[config.mk]
export PLATFORM = sky130hd
export DESIGN_NAME = bitmap_page_allocator_flat
export DESIGN_NICKNAME = d
export VERILOG_FILES = /design/src/rtl/core/bpa_pkg.sv /design/src/rtl/core/bpa_if.sv /design/src/rtl/core/bpa_datapath.sv /design/src/rtl/core/bpa_ctrl.sv /design/src/rtl/core/bitmap_page_allocator.sv /design/src/flat_wrapper.sv
export VERILOG_INCLUDE_DIRS = /design/src /design/src/rtl/core
export SDC_FILE = /design/constraint.sdc
export NUM_CORES = 2
export LEC_CHECK = 0
export BUFFER_PORTS_ARGS = -buffer_cell sky130_fd_sc_hd__buf_2
export CAP_MARGIN = 20
export CORE_MARGIN = 2
export CORE_UTILIZATION = 40
export DETAILED_ROUTE_END_ITERATION = 8
export PLACE_DENSITY_LB_ADDON = 0.25
export SKIP_LAST_GASP = 1
export SYNTH_ARGS = -nofsm -noshare
export SYNTH_HDL_FRONTEND = slang
export SYNTH_SLANG_ARGS = --single-unit
[constraint.sdc]
create_clock -name i_clk -period 21.3 [get_ports i_clk]
set_input_delay 1.065 -clock i_clk [delete_from_list [all_inputs] [get_ports i_clk]]
set_output_delay 1.065 -clock i_clk [all_outputs]
set_load 0.005 [all_outputs]
[src/rtl/core/bitmap_page_allocator_macros.svh]
// Assertion helpers for the page allocator
`ifndef BITMAP_PAGE_ALLOCATOR_MACROS_SVH
`define BITMAP_PAGE_ALLOCATOR_MACROS_SVH

`define BPA_ASSERT_IMPL(lbl, clk, rst_n, ante, cons) \
    lbl: assert property (@(posedge clk) disable iff (!rst_n) (ante) |-> (cons)) \
        else $error("assertion failed");

`define BPA_ASSERT_NEXT(lbl, clk, rst_n, ante, cons) \
    lbl: assert property (@(posedge clk) disable iff (!rst_n) (ante) |=> (cons)) \
        else $error("assertion failed");

`endif

[src/rtl/core/bpa_pkg.sv]
package bpa_pkg;
    localparam int ADDR_W  = 48;
    localparam int COUNT_W = 13;
    localparam int STAT_W  = 3;

    localparam logic [STAT_W-1:0] ST_OK         = 3'd0;
    localparam logic [STAT_W-1:0] ST_NOSPACE    = 3'd1;
    localparam logic [STAT_W-1:0] ST_MISALIGNED = 3'd2;
    localparam logic [STAT_W-1:0] ST_RANGE      = 3'd3;
    localparam logic [STAT_W-1:0] ST_ZERO       = 3'd4;

    localparam logic OP_ALLOC = 1'b0;
    localparam logic OP_FREE  = 1'b1;

    localparam logic [0:0] REG_MEM_BASE    = 1'b0;
    localparam logic [0:0] REG_TOTAL_PAGES = 1'b1;

    localparam logic [7:0] BYTE_FULL  = 8'hFF;
    localparam logic [7:0] BYTE_EMPTY = 8'h00;

    typedef struct packed {
        logic op;
        logic [COUNT_W-1:0] count;
        logic [ADDR_W-1:0] addr;
    } t_req;

    typedef struct packed {
        logic [STAT_W-1:0] status;
        logic [ADDR_W-1:0] alloc_addr;
    } t_rsp;
endpackage

[src/rtl/core/bpa_if.sv]
interface bpa_req_if;
    logic valid;
    logic ready;
    bpa_pkg::t_req data;
    modport source (output valid, output data, input ready);
    modport sink (input valid, input data, output ready);
endinterface

interface bpa_rsp_if;
    logic valid;
    logic ready;
    bpa_pkg::t_rsp data;
    modport source (output valid, output data, input ready);
    modport sink (input valid, input data, output ready);
endinterface

interface bpa_cfg_if;
    logic valid;
    logic ready;
    logic [0:0] index;
    logic [bpa_pkg::ADDR_W-1:0] wdata;
    modport source (output valid, output index, output wdata, input ready);
    modport sink (input valid, input index, input wdata, output ready);
endinterface

[src/rtl/core/bpa_datapath.sv]
module bpa_datapath #(
    parameter int MAX_PAGES  = 4096,
    parameter int PAGE_SHIFT = 12,
    parameter int PW         = $clog2(MAX_PAGES + 1),
    parameter int BW         = (MAX_PAGES > 8) ? $clog2(MAX_PAGES / 8) : 1
) (
    input  logic i_clk,
    input  logic i_rst_n,
    input  logic i_clr_we,
    input  logic i_clr_all,
    input  logic [BW-1:0] i_clr_idx,
    input  logic i_load,
    input  bpa_pkg::t_req i_req,
    input  logic [bpa_pkg::ADDR_W-1:0] i_mem_base,
    input  logic [PW-1:0] i_limit,
    input  logic i_rd_en,
    input  logic [BW-1:0] i_rd_idx,
    input  logic i_scan_bit,
    input  logic i_mark_bit,
    input  logic [PW-1:0] i_page,
    output logic o_page_used,
    output logic o_run_hit,
    output logic [PW-1:0] o_start,
    output logic o_mark_done,
    output logic o_byte_full,
    output logic o_byte_empty,
    output logic [bpa_pkg::STAT_W-1:0] o_free_status,
    output logic o_free_act,
    output logic [PW-1:0] o_free_start,
    output logic [bpa_pkg::ADDR_W-1:0] o_alloc_addr
);
    localparam int NB = MAX_PAGES / 8;

    logic [7:0] r_mem [NB];
    logic [7:0] r_rd;
    logic [PW-1:0] r_run, n_run;
    logic [PW-1:0] r_start, n_start;
    logic [bpa_pkg::COUNT_W-1:0] r_cnt;
    logic [bpa_pkg::ADDR_W-1:0] r_addr;
    logic [bpa_pkg::ADDR_W-1:0] off;
    logic [bpa_pkg::ADDR_W:0] fsum;
    logic [PW-1:0] end_pg;
    logic wr_en;
    logic [7:0] wr_byte;
    logic bitv;

    assign bitv = r_rd[i_page[2:0]];
    assign o_page_used = bitv;
    assign o_byte_full = (r_rd == bpa_pkg::BYTE_FULL);
    assign o_byte_empty = (r_rd == bpa_pkg::BYTE_EMPTY);
    assign o_start = n_start;
    assign end_pg = r_start + PW'(r_cnt);
    assign o_mark_done = (i_page + PW'(1) == end_pg);
    assign o_run_hit = !bitv && ({1'b0, r_run} + 1'b1 == (PW+1)'(r_cnt));

    always_comb begin
        n_run = r_run;
        n_start = r_start;
        if (i_scan_bit) begin
            if (bitv) begin
                n_run = '0;
            end else begin
                if (r_run == '0) n_start = i_page;
                n_run = r_run + PW'(1);
            end
        end
    end

    assign off = r_addr - i_mem_base;
    assign fsum = {1'b0, off >> PAGE_SHIFT} + (bpa_pkg::ADDR_W+1)'(r_cnt);
    always_comb begin
        o_free_status = bpa_pkg::ST_OK;
        o_free_act = 1'b0;
        if (r_addr != '0) begin
            if (r_addr[PAGE_SHIFT-1:0] != '0) o_free_status = bpa_pkg::ST_MISALIGNED;
            else if (r_addr < i_mem_base) o_free_status = bpa_pkg::ST_RANGE;
            else if (fsum > (bpa_pkg::ADDR_W+1)'(i_limit)) o_free_status = bpa_pkg::ST_RANGE;
            else o_free_act = (r_cnt != '0);
        end
    end
    assign o_free_start = PW'(off >> PAGE_SHIFT);
    assign o_alloc_addr = i_mem_base + (bpa_pkg::ADDR_W'(r_start) << PAGE_SHIFT);

    always_comb begin
        wr_byte = r_rd;
        wr_byte[i_page[2:0]] = i_mark_bit;
        if (i_clr_all) wr_byte = bpa_pkg::BYTE_EMPTY;
        wr_en = i_clr_we;
    end

    always_ff @(posedge i_clk) begin
        if (i_load) begin
            r_cnt <= i_req.count;
            r_addr <= i_req.addr;
            r_run <= '0;
            r_start <= '0;
        end else begin
            r_run <= n_run;
            r_start <= (i_clr_we && !i_scan_bit) ? r_start : n_start;
        end
        if (i_rd_en) r_rd <= r_mem[i_rd_idx];
        else if (wr_en) r_rd <= wr_byte;
        if (wr_en) r_mem[i_clr_idx] <= wr_byte;
    end

    logic unused;
    assign unused = i_rst_n ^ i_limit[0];
endmodule

[src/rtl/core/bpa_ctrl.sv]
module bpa_ctrl #(
    parameter int MAX_PAGES = 4096,
    parameter int PW        = $clog2(MAX_PAGES + 1),
    parameter int BW        = (MAX_PAGES > 8) ? $clog2(MAX_PAGES / 8) : 1
) (
    input  logic i_clk,
    input  logic i_rst_n,
    input  logic i_req_valid,
    output logic o_req_ready,
    input  bpa_pkg::t_req i_req,
    output logic o_rsp_valid,
    input  logic i_rsp_ready,
    output bpa_pkg::t_rsp o_rsp,
    input  logic [PW-1:0] i_limit,
    output logic o_clr_we,
    output logic o_clr_all,
    output logic [BW-1:0] o_clr_idx,
    output logic o_load,
    output logic o_rd_en,
    output logic [BW-1:0] o_rd_idx,
    output logic o_scan_bit,
    output logic o_mark_bit,
    output logic [PW-1:0] o_page,
    input  logic i_page_used,
    input  logic i_run_hit,
    input  logic [PW-1:0] i_start,
    input  logic i_mark_done,
    input  logic i_byte_full,
    input  logic i_byte_empty,
    input  logic [bpa_pkg::STAT_W-1:0] i_free_status,
    input  logic i_free_act,
    input  logic [PW-1:0] i_free_start,
    input  logic [bpa_pkg::ADDR_W-1:0] i_alloc_addr
);
    typedef enum logic [3:0] {
        S_CLEAR, S_IDLE, S_DISP, S_SRD, S_SBIT, S_MRD, S_MBIT, S_DONE
    } t_state;

    t_state r_state;
    logic [BW:0] r_cidx;
    logic [PW-1:0] r_page;
    logic r_op;
    logic r_mval;
    logic [bpa_pkg::COUNT_W-1:0] r_cnt;
    logic [PW-1:0] r_mend;
    logic r_rsp_valid;
    bpa_pkg::t_rsp r_rsp;
    bpa_pkg::t_rsp r_out;
    logic at_lim;

    assign o_req_ready = (r_state == S_IDLE);
    assign o_rsp_valid = r_rsp_valid;
    assign o_rsp = r_out;
    assign o_page = r_page;
    assign o_load = o_req_ready && i_req_valid;
    assign o_clr_idx = (r_state == S_CLEAR) ? r_cidx[BW-1:0] : BW'(r_page >> 3);
    assign o_rd_en = (r_state == S_SRD) || (r_state == S_MRD);
    assign o_rd_idx = BW'(r_page >> 3);
    assign o_scan_bit = (r_state == S_SBIT);
    assign o_mark_bit = (r_state == S_MBIT) ? r_mval : 1'b0;
    assign o_clr_we = (r_state == S_CLEAR) || (r_state == S_MBIT);
    assign o_clr_all = (r_state == S_CLEAR);
    assign at_lim = (r_page >= i_limit);

    always_ff @(posedge i_clk) begin
        if (!i_rst_n) begin
            r_state <= S_CLEAR;
            r_cidx <= '0;
            r_rsp_valid <= 1'b0;
            r_page <= '0;
        end else begin
            if (r_rsp_valid && i_rsp_ready && r_state != S_DONE) r_rsp_valid <= 1'b0;
            case (r_state)
                S_CLEAR: begin
                    r_cidx <= r_cidx + 1'b1;
                    if (r_cidx == (BW+1)'(MAX_PAGES / 8 - 1)) r_state <= S_IDLE;
                end
                S_IDLE: begin
                    if (o_load) begin
                        r_op <= i_req.op;
                        r_cnt <= i_req.count;
                        r_page <= '0;
                        r_state <= S_DISP;
                    end
                end
                S_DISP: begin
                    if (r_op == bpa_pkg::OP_ALLOC) begin
                        if (r_cnt == '0) begin
                            r_rsp <= '{bpa_pkg::ST_ZERO, '0};
                            r_state <= S_DONE;
                        end else begin
                            r_state <= S_SRD;
                        end
                    end else begin
                        if (i_free_act) begin
                            r_page <= i_free_start;
                            r_mend <= i_free_start + PW'(r_cnt);
                            r_mval <= 1'b0;
                            r_rsp <= '{bpa_pkg::ST_OK, '0};
                            r_state <= S_MRD;
                        end else begin
                            r_rsp <= '{i_free_status, '0};
                            r_state <= S_DONE;
                        end
                    end
                end
                S_SRD: begin
                    if (at_lim) begin
                        r_rsp <= '{bpa_pkg::ST_NOSPACE, '0};
                        r_state <= S_DONE;
                    end else begin
                        r_state <= S_SBIT;
                    end
                end
                S_SBIT: begin
                    if (i_run_hit) begin
                        r_page <= i_start;
                        r_mend <= i_start + PW'(r_cnt);
                        r_mval <= 1'b1;
                        r_state <= S_MRD;
                    end else if (r_page[2:0] == 3'd7 || r_page + PW'(1) >= i_limit) begin
                        r_page <= r_page + PW'(1);
                        r_state <= S_SRD;
                    end else begin
                        r_page <= r_page + PW'(1);
                    end
                end
                S_MRD: r_state <= S_MBIT;
                S_MBIT: begin
                    if (r_page + PW'(1) == r_mend) begin
                        if (r_mval) r_rsp <= '{bpa_pkg::ST_OK, i_alloc_addr};
                        r_state <= S_DONE;
                    end else begin
                        r_page <= r_page + PW'(1);
                        if (r_page[2:0] == 3'd7) r_state <= S_MRD;
                    end
                end
                S_DONE: begin
                    if (!r_rsp_valid || i_rsp_ready) begin
                        r_rsp_valid <= 1'b1;
                        r_out <= r_rsp;
                        r_state <= S_IDLE;
                    end
                end
                default: r_state <= S_IDLE;
            endcase
        end
    end

    logic unused;
    assign unused = i_page_used ^ i_mark_done ^ i_byte_full ^ i_byte_empty;
endmodule

[src/rtl/core/bitmap_page_allocator.sv]
// Flow, accept to response valid: a zero-count alloc or a null or rejected free goes
// from S_DISP straight to S_DONE. Free: each bitmap byte touched is read, then each page
// is cleared. Alloc: each byte is read and each page scanned until a run fits, then each
// byte is read and each page marked. One request at a time: the next is accepted once
// a response is issued; a waiting response stalls only completion.
// Reset: synchronous active low; a clearing pass zeroes the bitmap before any request.
`include "bitmap_page_allocator_macros.svh"
module bitmap_page_allocator #(
    parameter int MAX_PAGES  = 4096,
    parameter int PAGE_SHIFT = 12
) (
    input  logic i_clk,
    input  logic i_rst_n,
    bpa_req_if.sink i_req,
    bpa_rsp_if.source o_rsp,
    bpa_cfg_if.sink i_cfg
);
    localparam int PW = $clog2(MAX_PAGES + 1);
    localparam int BW = (MAX_PAGES > 8) ? $clog2(MAX_PAGES / 8) : 1;

    logic [bpa_pkg::ADDR_W-1:0] r_mem_base;
    logic [bpa_pkg::COUNT_W-1:0] r_total;
    logic [PW-1:0] limit;

    assign i_cfg.ready = 1'b1;
    always_ff @(posedge i_clk) begin
        if (!i_rst_n) begin
            r_mem_base <= '0;
            r_total <= bpa_pkg::COUNT_W'(4096);
        end else if (i_cfg.valid) begin
            if (i_cfg.index == bpa_pkg::REG_MEM_BASE) r_mem_base <= i_cfg.wdata;
            else r_total <= i_cfg.wdata[bpa_pkg::COUNT_W-1:0];
        end
    end
    assign limit = ({19'd0, r_total} > 32'(MAX_PAGES)) ? PW'(MAX_PAGES) : PW'(r_total);

    logic clr_we, clr_all, load, rd_en, scan_bit, mark_bit, page_used, run_hit, mark_done;
    logic byte_full, byte_empty, free_act;
    logic [BW-1:0] clr_idx, rd_idx;
    logic [PW-1:0] page, start, free_start;
    logic [bpa_pkg::STAT_W-1:0] free_status;
    logic [bpa_pkg::ADDR_W-1:0] alloc_addr;

    bpa_ctrl #(.MAX_PAGES(MAX_PAGES), .PW(PW), .BW(BW)) u_ctrl (
        .i_clk, .i_rst_n,
        .i_req_valid(i_req.valid), .o_req_ready(i_req.ready), .i_req(i_req.data),
        .o_rsp_valid(o_rsp.valid), .i_rsp_ready(o_rsp.ready), .o_rsp(o_rsp.data),
        .i_limit(limit), .o_clr_we(clr_we), .o_clr_all(clr_all), .o_clr_idx(clr_idx),
        .o_load(load),
        .o_rd_en(rd_en), .o_rd_idx(rd_idx), .o_scan_bit(scan_bit), .o_mark_bit(mark_bit),
        .o_page(page), .i_page_used(page_used), .i_run_hit(run_hit), .i_start(start),
        .i_mark_done(mark_done), .i_byte_full(byte_full), .i_byte_empty(byte_empty),
        .i_free_status(free_status), .i_free_act(free_act), .i_free_start(free_start),
        .i_alloc_addr(alloc_addr)
    );

    bpa_datapath #(.MAX_PAGES(MAX_PAGES), .PAGE_SHIFT(PAGE_SHIFT), .PW(PW), .BW(BW)) u_dp (
        .i_clk, .i_rst_n, .i_clr_we(clr_we), .i_clr_all(clr_all), .i_clr_idx(clr_idx),
        .i_load(load),
        .i_req(i_req.data), .i_mem_base(r_mem_base), .i_limit(limit), .i_rd_en(rd_en),
        .i_rd_idx(rd_idx), .i_scan_bit(scan_bit), .i_mark_bit(mark_bit), .i_page(page),
        .o_page_used(page_used), .o_run_hit(run_hit), .o_start(start),
        .o_mark_done(mark_done), .o_byte_full(byte_full), .o_byte_empty(byte_empty),
        .o_free_status(free_status), .o_free_act(free_act), .o_free_start(free_start),
        .o_alloc_addr(alloc_addr)
    );

    `BPA_ASSERT_IMPL(a_nospace_addr, i_clk, i_rst_n, o_rsp.valid && o_rsp.data.status != bpa_pkg::ST_OK, o_rsp.data.alloc_addr == '0)
    `BPA_ASSERT_IMPL(a_status_code, i_clk, i_rst_n, o_rsp.valid, o_rsp.data.status <= bpa_pkg::ST_ZERO)
    `BPA_ASSERT_NEXT(a_rsp_hold, i_clk, i_rst_n, o_rsp.valid && !o_rsp.ready, o_rsp.valid && $stable(o_rsp.data))
endmodule

[src/flat_wrapper.sv]
// flat-port wrapper written by rule: the top's interface ports become plain ports
module bitmap_page_allocator_flat 
#(
    parameter int MAX_PAGES  = 4096,
    parameter int PAGE_SHIFT = 12
)
  (i_clk, i_rst_n, i_req_valid, i_req_data, i_req_ready, o_rsp_valid, o_rsp_data, o_rsp_ready, i_cfg_valid, i_cfg_index, i_cfg_wdata, i_cfg_ready);
  bpa_req_if i_req_i ();
  bpa_rsp_if o_rsp_i ();
  bpa_cfg_if i_cfg_i ();
  input  logic i_clk;
  input  logic i_rst_n;
  input wire logic [$bits(i_req_i.valid)-1:0] i_req_valid;
  input wire logic [$bits(i_req_i.data)-1:0] i_req_data;
  output wire logic [$bits(i_req_i.ready)-1:0] i_req_ready;
  output wire logic [$bits(o_rsp_i.valid)-1:0] o_rsp_valid;
  output wire logic [$bits(o_rsp_i.data)-1:0] o_rsp_data;
  input wire logic [$bits(o_rsp_i.ready)-1:0] o_rsp_ready;
  input wire logic [$bits(i_cfg_i.valid)-1:0] i_cfg_valid;
  input wire logic [$bits(i_cfg_i.index)-1:0] i_cfg_index;
  input wire logic [$bits(i_cfg_i.wdata)-1:0] i_cfg_wdata;
  output wire logic [$bits(i_cfg_i.ready)-1:0] i_cfg_ready;
  assign i_req_i.valid = i_req_valid;
  assign i_req_i.data = i_req_data;
  assign i_req_ready = i_req_i.ready;
  assign o_rsp_valid = o_rsp_i.valid;
  assign o_rsp_data = o_rsp_i.data;
  assign o_rsp_i.ready = o_rsp_ready;
  assign i_cfg_i.valid = i_cfg_valid;
  assign i_cfg_i.index = i_cfg_index;
  assign i_cfg_i.wdata = i_cfg_wdata;
  assign i_cfg_ready = i_cfg_i.ready;
  bitmap_page_allocator #(.MAX_PAGES(MAX_PAGES), .PAGE_SHIFT(PAGE_SHIFT)) u_core (.i_clk(i_clk), .i_rst_n(i_rst_n), .i_req(i_req_i), .o_rsp(o_rsp_i), .i_cfg(i_cfg_i));
endmodule
Yosys cells after proc, flatten, opt, wreduce, memory -nomap -nowiden
Memory sizes are Yosys's and may differ from the RTL's. A register that Yosys moved wholly into a read port is not among the register bits.
Index checks and enable logic that the tools add are counted.
{"block": "totals", "register_bits": 314, "mem_bits_rw": 4096, "in_bits": 116, "output_inout_bits": 54, "elab_cells": 156, "mem_count": 1}
{"block": "classes", "addsub": 9, "magnitude_cmp": 7, "eq_ne": 25, "muxes": 63, "bitwise": 1, "n_reduce_logical": 31}
{"memory": "u_core.u_dp.r_mem", "words": 512, "word_bits": 8, "read_ports": 1, "rd_clocked_by_memory_dff": 1, "write_ports": 1, "line_no": "bpa_datapath.sv:34", "rtl": "logic [7:0] r_mem [NB];"}
{"operator": "$mux 51", "n": 5}
{"operator": "$mux 13", "n": 13}
{"operator": "$pmux 51 s3", "n": 1}
{"operator": "$pmux 13 s4", "n": 1}
{"operator": "$mux 50", "n": 1}
{"operator": "$add 48x25->48", "n": 1}
{"operator": "$lt 48x48->1", "n": 1}
{"operator": "$reduce_bool 48->1", "n": 1}
{"operator": "$sub 48x48->48", "n": 1}
{"operator": "$add 36x13->37", "n": 1}
{"operator": "$gt 37x13->1", "n": 1}
{"operator": "$mux 4", "n": 8}
{"operator": "$pmux 4 s8", "n": 1}
{"operator": "$mux 9", "n": 3}
{"operator": "$add 13x1->13 const B", "n": 2}
{"operator": "$add 13x13->13", "n": 2}
{"operator": "$ge 13x13->1", "n": 2}
{"operator": "$logic_not 13->1", "n": 2}
{"operator": "$pmux 13 s2", "n": 1}
{"operator": "$mux 8", "n": 3}
{"operator": "$eq 4x3->1 const B", "n": 4}
{"operator": "$mux 1", "n": 15}
{"operator": "$reduce_and 5->1", "n": 3}
{"operator": "$add 13x1->14 const B", "n": 1}
{"operator": "34 further kinds", "n": 62}

Logic depth before layout (Yosys ltp)
{"block": "depth", "ltp_word": 12, "depth_mapped": 30, "ltp_nobuf": 29}

Modules after synthesis
A second synthesis with hierarchy kept.
{"block": "unflattened", "hier_cells": 8735, "area_unflattened_um2": 178515.0}
{"module": "bpa_datapath", "n_inst": 1, "cells_per_inst": 7771, "area_each_um2": 168135.0, "seq_area_each_um2": 125590.5}
{"module": "bpa_ctrl", "n_inst": 1, "cells_per_inst": 694, "area_each_um2": 7880.1, "seq_area_each_um2": 4444.3}
{"module": "bitmap_page_allocator", "n_inst": 1, "cells_per_inst": 270, "area_each_um2": 2499.9, "seq_area_each_um2": 1221.2}

Worst setup path before layout
No wires, ideal clock.
{"block": "synth_timing", "kind": "register to register", "startpoint": "register u_core.u_ctrl.r_state[1]", "endpoint": "memory u_core.u_dp.r_mem[0][4] (data pin)", "setup_time_ps": 2955, "arrival_time_ps": 14989, "required_ps": 18345, "path_slack_ps": 3356, "path_stages_with_launch": 7, "n_path_buf": 2, "synth_period_minus_slack_ps": 17944, "cell_sequence": "dfxtp_1 > clkbuf_1 > nor2b_1 > and3_1 > clkbuf_1 > nand3_1 > a21oi_1"}
{"block": "synth_between", "elab_chain_cells": 4, "elab_cells_between_ends": 5, "cone_classes": "eq/ne: 1; mux: 3; reduce/logical: 1"}
{"element": "start: declaration", "line_no": "bpa_ctrl.sv:39", "rtl": "t_state r_state;"}
{"element": "start signal: assignment", "line_no": "bpa_ctrl.sv:67", "rtl": "r_state <= S_CLEAR;"}
{"element": "start signal: assignment", "line_no": "bpa_ctrl.sv:76", "rtl": "if (r_cidx == (BW+1)'(MAX_PAGES / 8 - 1)) r_state <= S_IDLE;"}
{"element": "start signal: assignment", "line_no": "bpa_ctrl.sv:83", "rtl": "r_state <= S_DISP;"}
{"element": "$eq 4x3->1", "line_no": "bpa_ctrl.sv:60", "rtl": "assign o_mark_bit = (r_state == S_MBIT) ? r_mval : 1'b0;"}
{"element": "$mux 1", "line_no": "bpa_ctrl.sv:60"}
{"element": "$bwmux 8", "line_no": "bpa_datapath.sv:86", "rtl": "wr_byte[i_page[2:0]] = i_mark_bit;"}
{"element": "$mux 8 (*)", "line_no": "bpa_datapath.sv:87", "rtl": "if (i_clr_all) wr_byte = bpa_pkg::BYTE_EMPTY;"}
{"element": "named net u_core.u_dp.wr_byte[4]", "line_no": "bpa_datapath.sv:44", "rtl": "logic [7:0] wr_byte;"}
{"element": "end: declaration", "line_no": "bpa_datapath.sv:34"}
Mark *: on every way through the listed nets, which the timed path passes. The rest lies on a longest branch.

Worst setup path after layout
{"block": "layout_timing", "startpoint": "register u_core.r_mem_base[12] (netlist name)", "endpoint": "register u_core.u_ctrl.r_mend[2], enable pin"}
{"block": "layout_between", "elab_chain_cells": 9, "elab_cells_between_ends": 10, "cone_classes": "add/sub: 2; order compare: 2; eq/ne: 1; mux: 4; reduce/logical: 1"}
{"element": "start: declaration", "line_no": "bitmap_page_allocator.sv:21", "rtl": "logic [bpa_pkg::ADDR_W-1:0] r_mem_base;"}
{"element": "start signal: assignment", "line_no": "bitmap_page_allocator.sv:31", "rtl": "if (i_cfg.index == bpa_pkg::REG_MEM_BASE) r_mem_base <= i_cfg.wdata;"}
{"element": "$sub 48x48->48", "line_no": "bpa_datapath.sv:69", "rtl": "assign off = r_addr - i_mem_base;"}
{"element": "$add 36x13->37", "line_no": "bpa_datapath.sv:70", "rtl": "assign fsum = {1'b0, off >> PAGE_SHIFT} + (bpa_pkg::ADDR_W+1)'(r_cnt);"}
{"element": "$gt 37x13->1", "line_no": "bpa_datapath.sv:77", "rtl": "else if (fsum > (bpa_pkg::ADDR_W+1)'(i_limit)) o_free_status = bpa_pkg::ST_RANGE;"}
{"element": "$mux 1", "line_no": "bpa_datapath.sv:77"}
{"element": "$mux 1 (*)", "line_no": "bpa_datapath.sv:76", "rtl": "else if (r_addr < i_mem_base) o_free_status = bpa_pkg::ST_RANGE;"}
{"element": "$mux 1 (*)", "line_no": "bpa_datapath.sv:75", "rtl": "if (r_addr[PAGE_SHIFT-1:0] != '0) o_free_status = bpa_pkg::ST_MISALIGNED;"}
{"element": "$mux 1 (*)", "line_no": "bpa_datapath.sv:74", "rtl": "if (r_addr != '0) begin"}
{"element": "$ne 2x1->1 (no source line) (*)"}
{"element": "$reduce_and 5->1 (no source line) (*)"}
{"element": "end signal: assignment", "line_no": "bpa_ctrl.sv:97", "rtl": "r_mend <= i_free_start + PW'(r_cnt);"}
{"element": "end signal: assignment", "line_no": "bpa_ctrl.sv:118", "rtl": "r_mend <= i_start + PW'(r_cnt);"}
{"element": "end: declaration", "line_no": "bpa_ctrl.sv:45", "rtl": "logic [PW-1:0] r_mend;"}
Mark *: on every way between the ends. The rest lies on a longest branch, timed or not.
A chain may end at the register's enable or synchronous reset.

==> impl_metrics.tcl <==
set metrics [dict create \
    synth_area_leaders "edfxtp_1, mux4_2, nor2_1, dfxtp_1, ha_1" \
    start_kind "register" \
    stdcell_count 15200 \
    n_fill_cell 36900 \
    area.sequential_mm2 0.131 \
    antenna_found_initial 21 \
    layout.nets 9127 \
    p_per_area_mw_per_mm2 131 \
    h-tree-depth 5 \
    p_int_uw 17900 \
    grt_pass1_vias 88000 \
    ys_seq_area_share_pct 74.2 \
    netlist.area_leader.share_pct 72.8 \
    end_kind "register" \
    avgSynthCellArea_um2 20.6 \
    r2r_start "u_core.r_mem_base[12]" \
    wl_um 451000 \
    status "finished, final reports clean" \
    tritoncts "built" \
    most-common-layout-cells "edfxtp_1, mux4_2, nor2_1, clkbuf_16, nand2_1" \
    synth_cells 8589 \
    p_clk_share_pct 29.8 \
    swShare_pct 31.5 \
    hp-class "in2reg" \
    multiInputGateArea_mm2 0.0437 \
    min_period_over_period_pct 35.6 \
    max_freq_mhz 132 \
    slew_violations 0 \
    place_inst 14300 \
    r2r_end "u_core.u_ctrl.r_mend[2]" \
    period_needed_ps 7580 \
    grtUsageTotal_pct 19.7 \
    hold_buffers 0 \
    critPathKind "reg2reg" \
    utilization_pct 45.3 \
    gp_congestion 0.872 \
    slew_headroom_pct 21.5 \
    die_height_um 669 \
    synth_ff_type "edfxtp_1" \
    num_vias 87400 \
    async_reset_ff_share_pct 0 \
    grt_pass1_wl_um 647000 \
    arrival_ps 8230 \
    path_clk_slew_ps 60 \
    drc 0 \
    tightestPinTransition_ps 1170 \
    drive_above_1_share_pct 25.9 \
    avgRoutedWirePerCell_um 29.7 \
    grt_max_degree 200 \
    reg2reg_depth 25 \
    clockBufferDepth 4 \
    netlist_area_mm2 0.177 \
    num_rows 244 \
    clockRootBuffer "clkbuf_16" \
    yosysUniqueCellTypes 97 \
    hold_viol 0 \
    worstSetupEndpoint "u_core.u_ctrl.r_mend[2]" \
    portBuffers 168 \
    clk_latency_ps 1010 \
    power_leakage_uw 0.0610 \
    r2r_slack_ps 13720 \
    setup_viol 0 \
    drtPass1Iterations 7 \
    post_cts_resized 0 \
    yosys_warnings 0 \
    cts_setup_buffers 0 \
    first_iter_violations 9928 \
    area.growth.synth_to_final_pct 12.8 \
    finClkSkew_ps 66.3 \
    cp-startpoint "u_core.r_mem_base[12]" \
    ant_nets 0 \
    ys_ff_latch 4418 \
    syn_nets 8840 \
    via_per_inst 5.76 \
    start_util_pct 40.1 \
    p_seq_share_pct 39.6 \
    die-area_mm2 0.448 \
    maxCapViolations 0 \
    die_x_um 669 \
    tns_ps 0 \
    overflow 0 \
    final_common_cell "edfxtp_1" \
    grt_setup_unrepaired "no" \
    switching_power_uw 8240 \
    path_max_fanout 14 \
    pin_count 170 \
    coreArea_mm2 0.441 \
    cts.sinks 4418 \
    ir_drop_mv 0.181 \
    synth_largest_area_cell "edfxtp_1" \
    numCtsBuffers 444 \
    required_ps 21940 \
    power_frac_comb_pct 30.5 \
    dp_hpwl_um 275000 \
    synth-edff-count 4295 \
]
-- cell usage after synthesis, types with 87 or more instances --
| cell type | n |
|---|---|
| buf_1 | 114 |
| nor2_1 | 668 |
| dfxtp_1 | 123 |
| ha_1 | 132 |
| nand2_1 | 326 |
| mux4_2 | 1342 |
| mux2i_1 | 92 |
| clkbuf_1 | 361 |
| edfxtp_1 | 4295 |
| inv_1 | 87 |
| o21ai_0 | 109 |
| a21oi_1 | 202 |
-- flip-flops by register name, indices dropped and copies added (netlist names), named ones only --
register / cells
u_core.u_ctrl.r_state: 3
u_core.u_dp.r_mem: 4096
u_core.u_ctrl.r_cidx: 10
u_core.u_dp.r_addr: 48
u_core.r_mem_base: 48
u_core.u_ctrl.o_page: 13
u_core.u_dp.r_run: 13
u_core.u_dp.r_start: 13
u_core.u_ctrl.r_cnt: 13
u_core.u_ctrl.r_rsp: 51
u_core.u_ctrl.r_mend: 13
u_core.u_dp.r_cnt: 13
u_core.u_ctrl.r_mval: 1
u_core.r_total: 13
u_core.u_ctrl.o_rsp: 51
u_core.u_ctrl.o_rsp_valid: 1
u_core.u_ctrl.r_op: 1
u_core.u_dp.r_rd: 8
-- metal layers --
metal,up-vias,track usage [%],part of all wire [%]
met2,3583,31.4,48
met4,4,5.49,3.0
met5,-,0,0.0071
met3,672,3.14,7.4
li1,36200,-,-
met1,46900,28.2,42
-- power groups by stage --
stage | logic (uW) | registers [uW] | clock network (uW)
finish | 7970 | 10400 | 7800
global route | 8380 | 10400 | 8260
CTS | 8100 | 10400 | 7930
detailed placement | 8080 | 10500 | 0
global placement | 8000 | 10500 | 0
floorplan | 5160 | 10700 | 0
-- worst max-delay path: stages, from the launching register on --
cell and delay, ps:
dfxtp_1 360, inv_1 60, ha_1 380, a21oi_1 260, o21ai_0 170, a32o_1 280
nor3_2 520, o21ai_0 310, xor2_1 490, ha_1 350, o21a_1 170, nor2_1 90
inv_1 60, and2_1 180, a21o_1 190, a21oi_1 160, xnor2_1 100, ha_1 300
nand4_1 110, or4_1 520, o21ai_0 120, o221ai_1 160, a2111oi_0 510, nand4_2 380
o31ai_1 420, and2_1 600
-- cells by family after synthesis --
kind of cell             after synthesis  synth area share (%)
flip-flops                          4418                  74.2
buffers and inverters                577                  1.24
XOR/XNOR                             130                 0.655
other                                  1               0.00212
multiplexers                        1434                  17.6
AND/OR/NAND/NOR                     1353                  3.40
adder cells (fa/ha/maj)              135                 0.966
AO/OA/AOI/OAI                        541                  1.96
-- final cells by class --
cell class	instances	share of cell area, %
antenna	11	0.0138
clock buffer	527	5.75
clock inverter	293	1.51
inverter	89	0.172
multi-input combinational	3594	21.9
sequential	4418	65.8
tap	5904	3.70
timing repair buffer	329	1.17
-- worst min-delay path by stage --
| stage | start | end | slack, ps | cells after the start |
|---|---|---|---|---|
| 2_1_floorplan | u_core.u_ctrl.r_rsp[0] | u_core.u_ctrl.o_rsp[0] | 400 | 0 |
| 3_3_place_gp | u_core.u_ctrl.r_rsp[11] | u_core.u_ctrl.o_rsp[11] | 400 | 0 |
| 3_5_place_dp | u_core.u_ctrl.r_rsp[36] | u_core.u_ctrl.o_rsp[36] | 400 | 0 |
| 4_1_cts | i_req_data[24] | u_core.u_dp.r_addr[24] | 160 | 1 |
| 5_1_grt | i_req_data[24] | u_core.u_dp.r_addr[24] | 200 | 1 |
| 6_report | i_req_data[61] | u_core.u_ctrl.r_op | 230 | 1 |
-- per-stage QoR --
step | setup slack (ps) | hold WS (ps) | area (um^2) | total power [uW]
global placement | 13410 | 400 | 185000 | 18500
finish | 13720 | 232 | 200000 | 26100
detailed placement | 13630 | 405 | 185000 | 18600
global route | 13090 | 202 | 200000 | 27000
floorplan | 3360 | 400 | 177000 | 15900
CTS | 13620 | 156 | 200000 | 26400
Power figures use the tool's default switching activity.
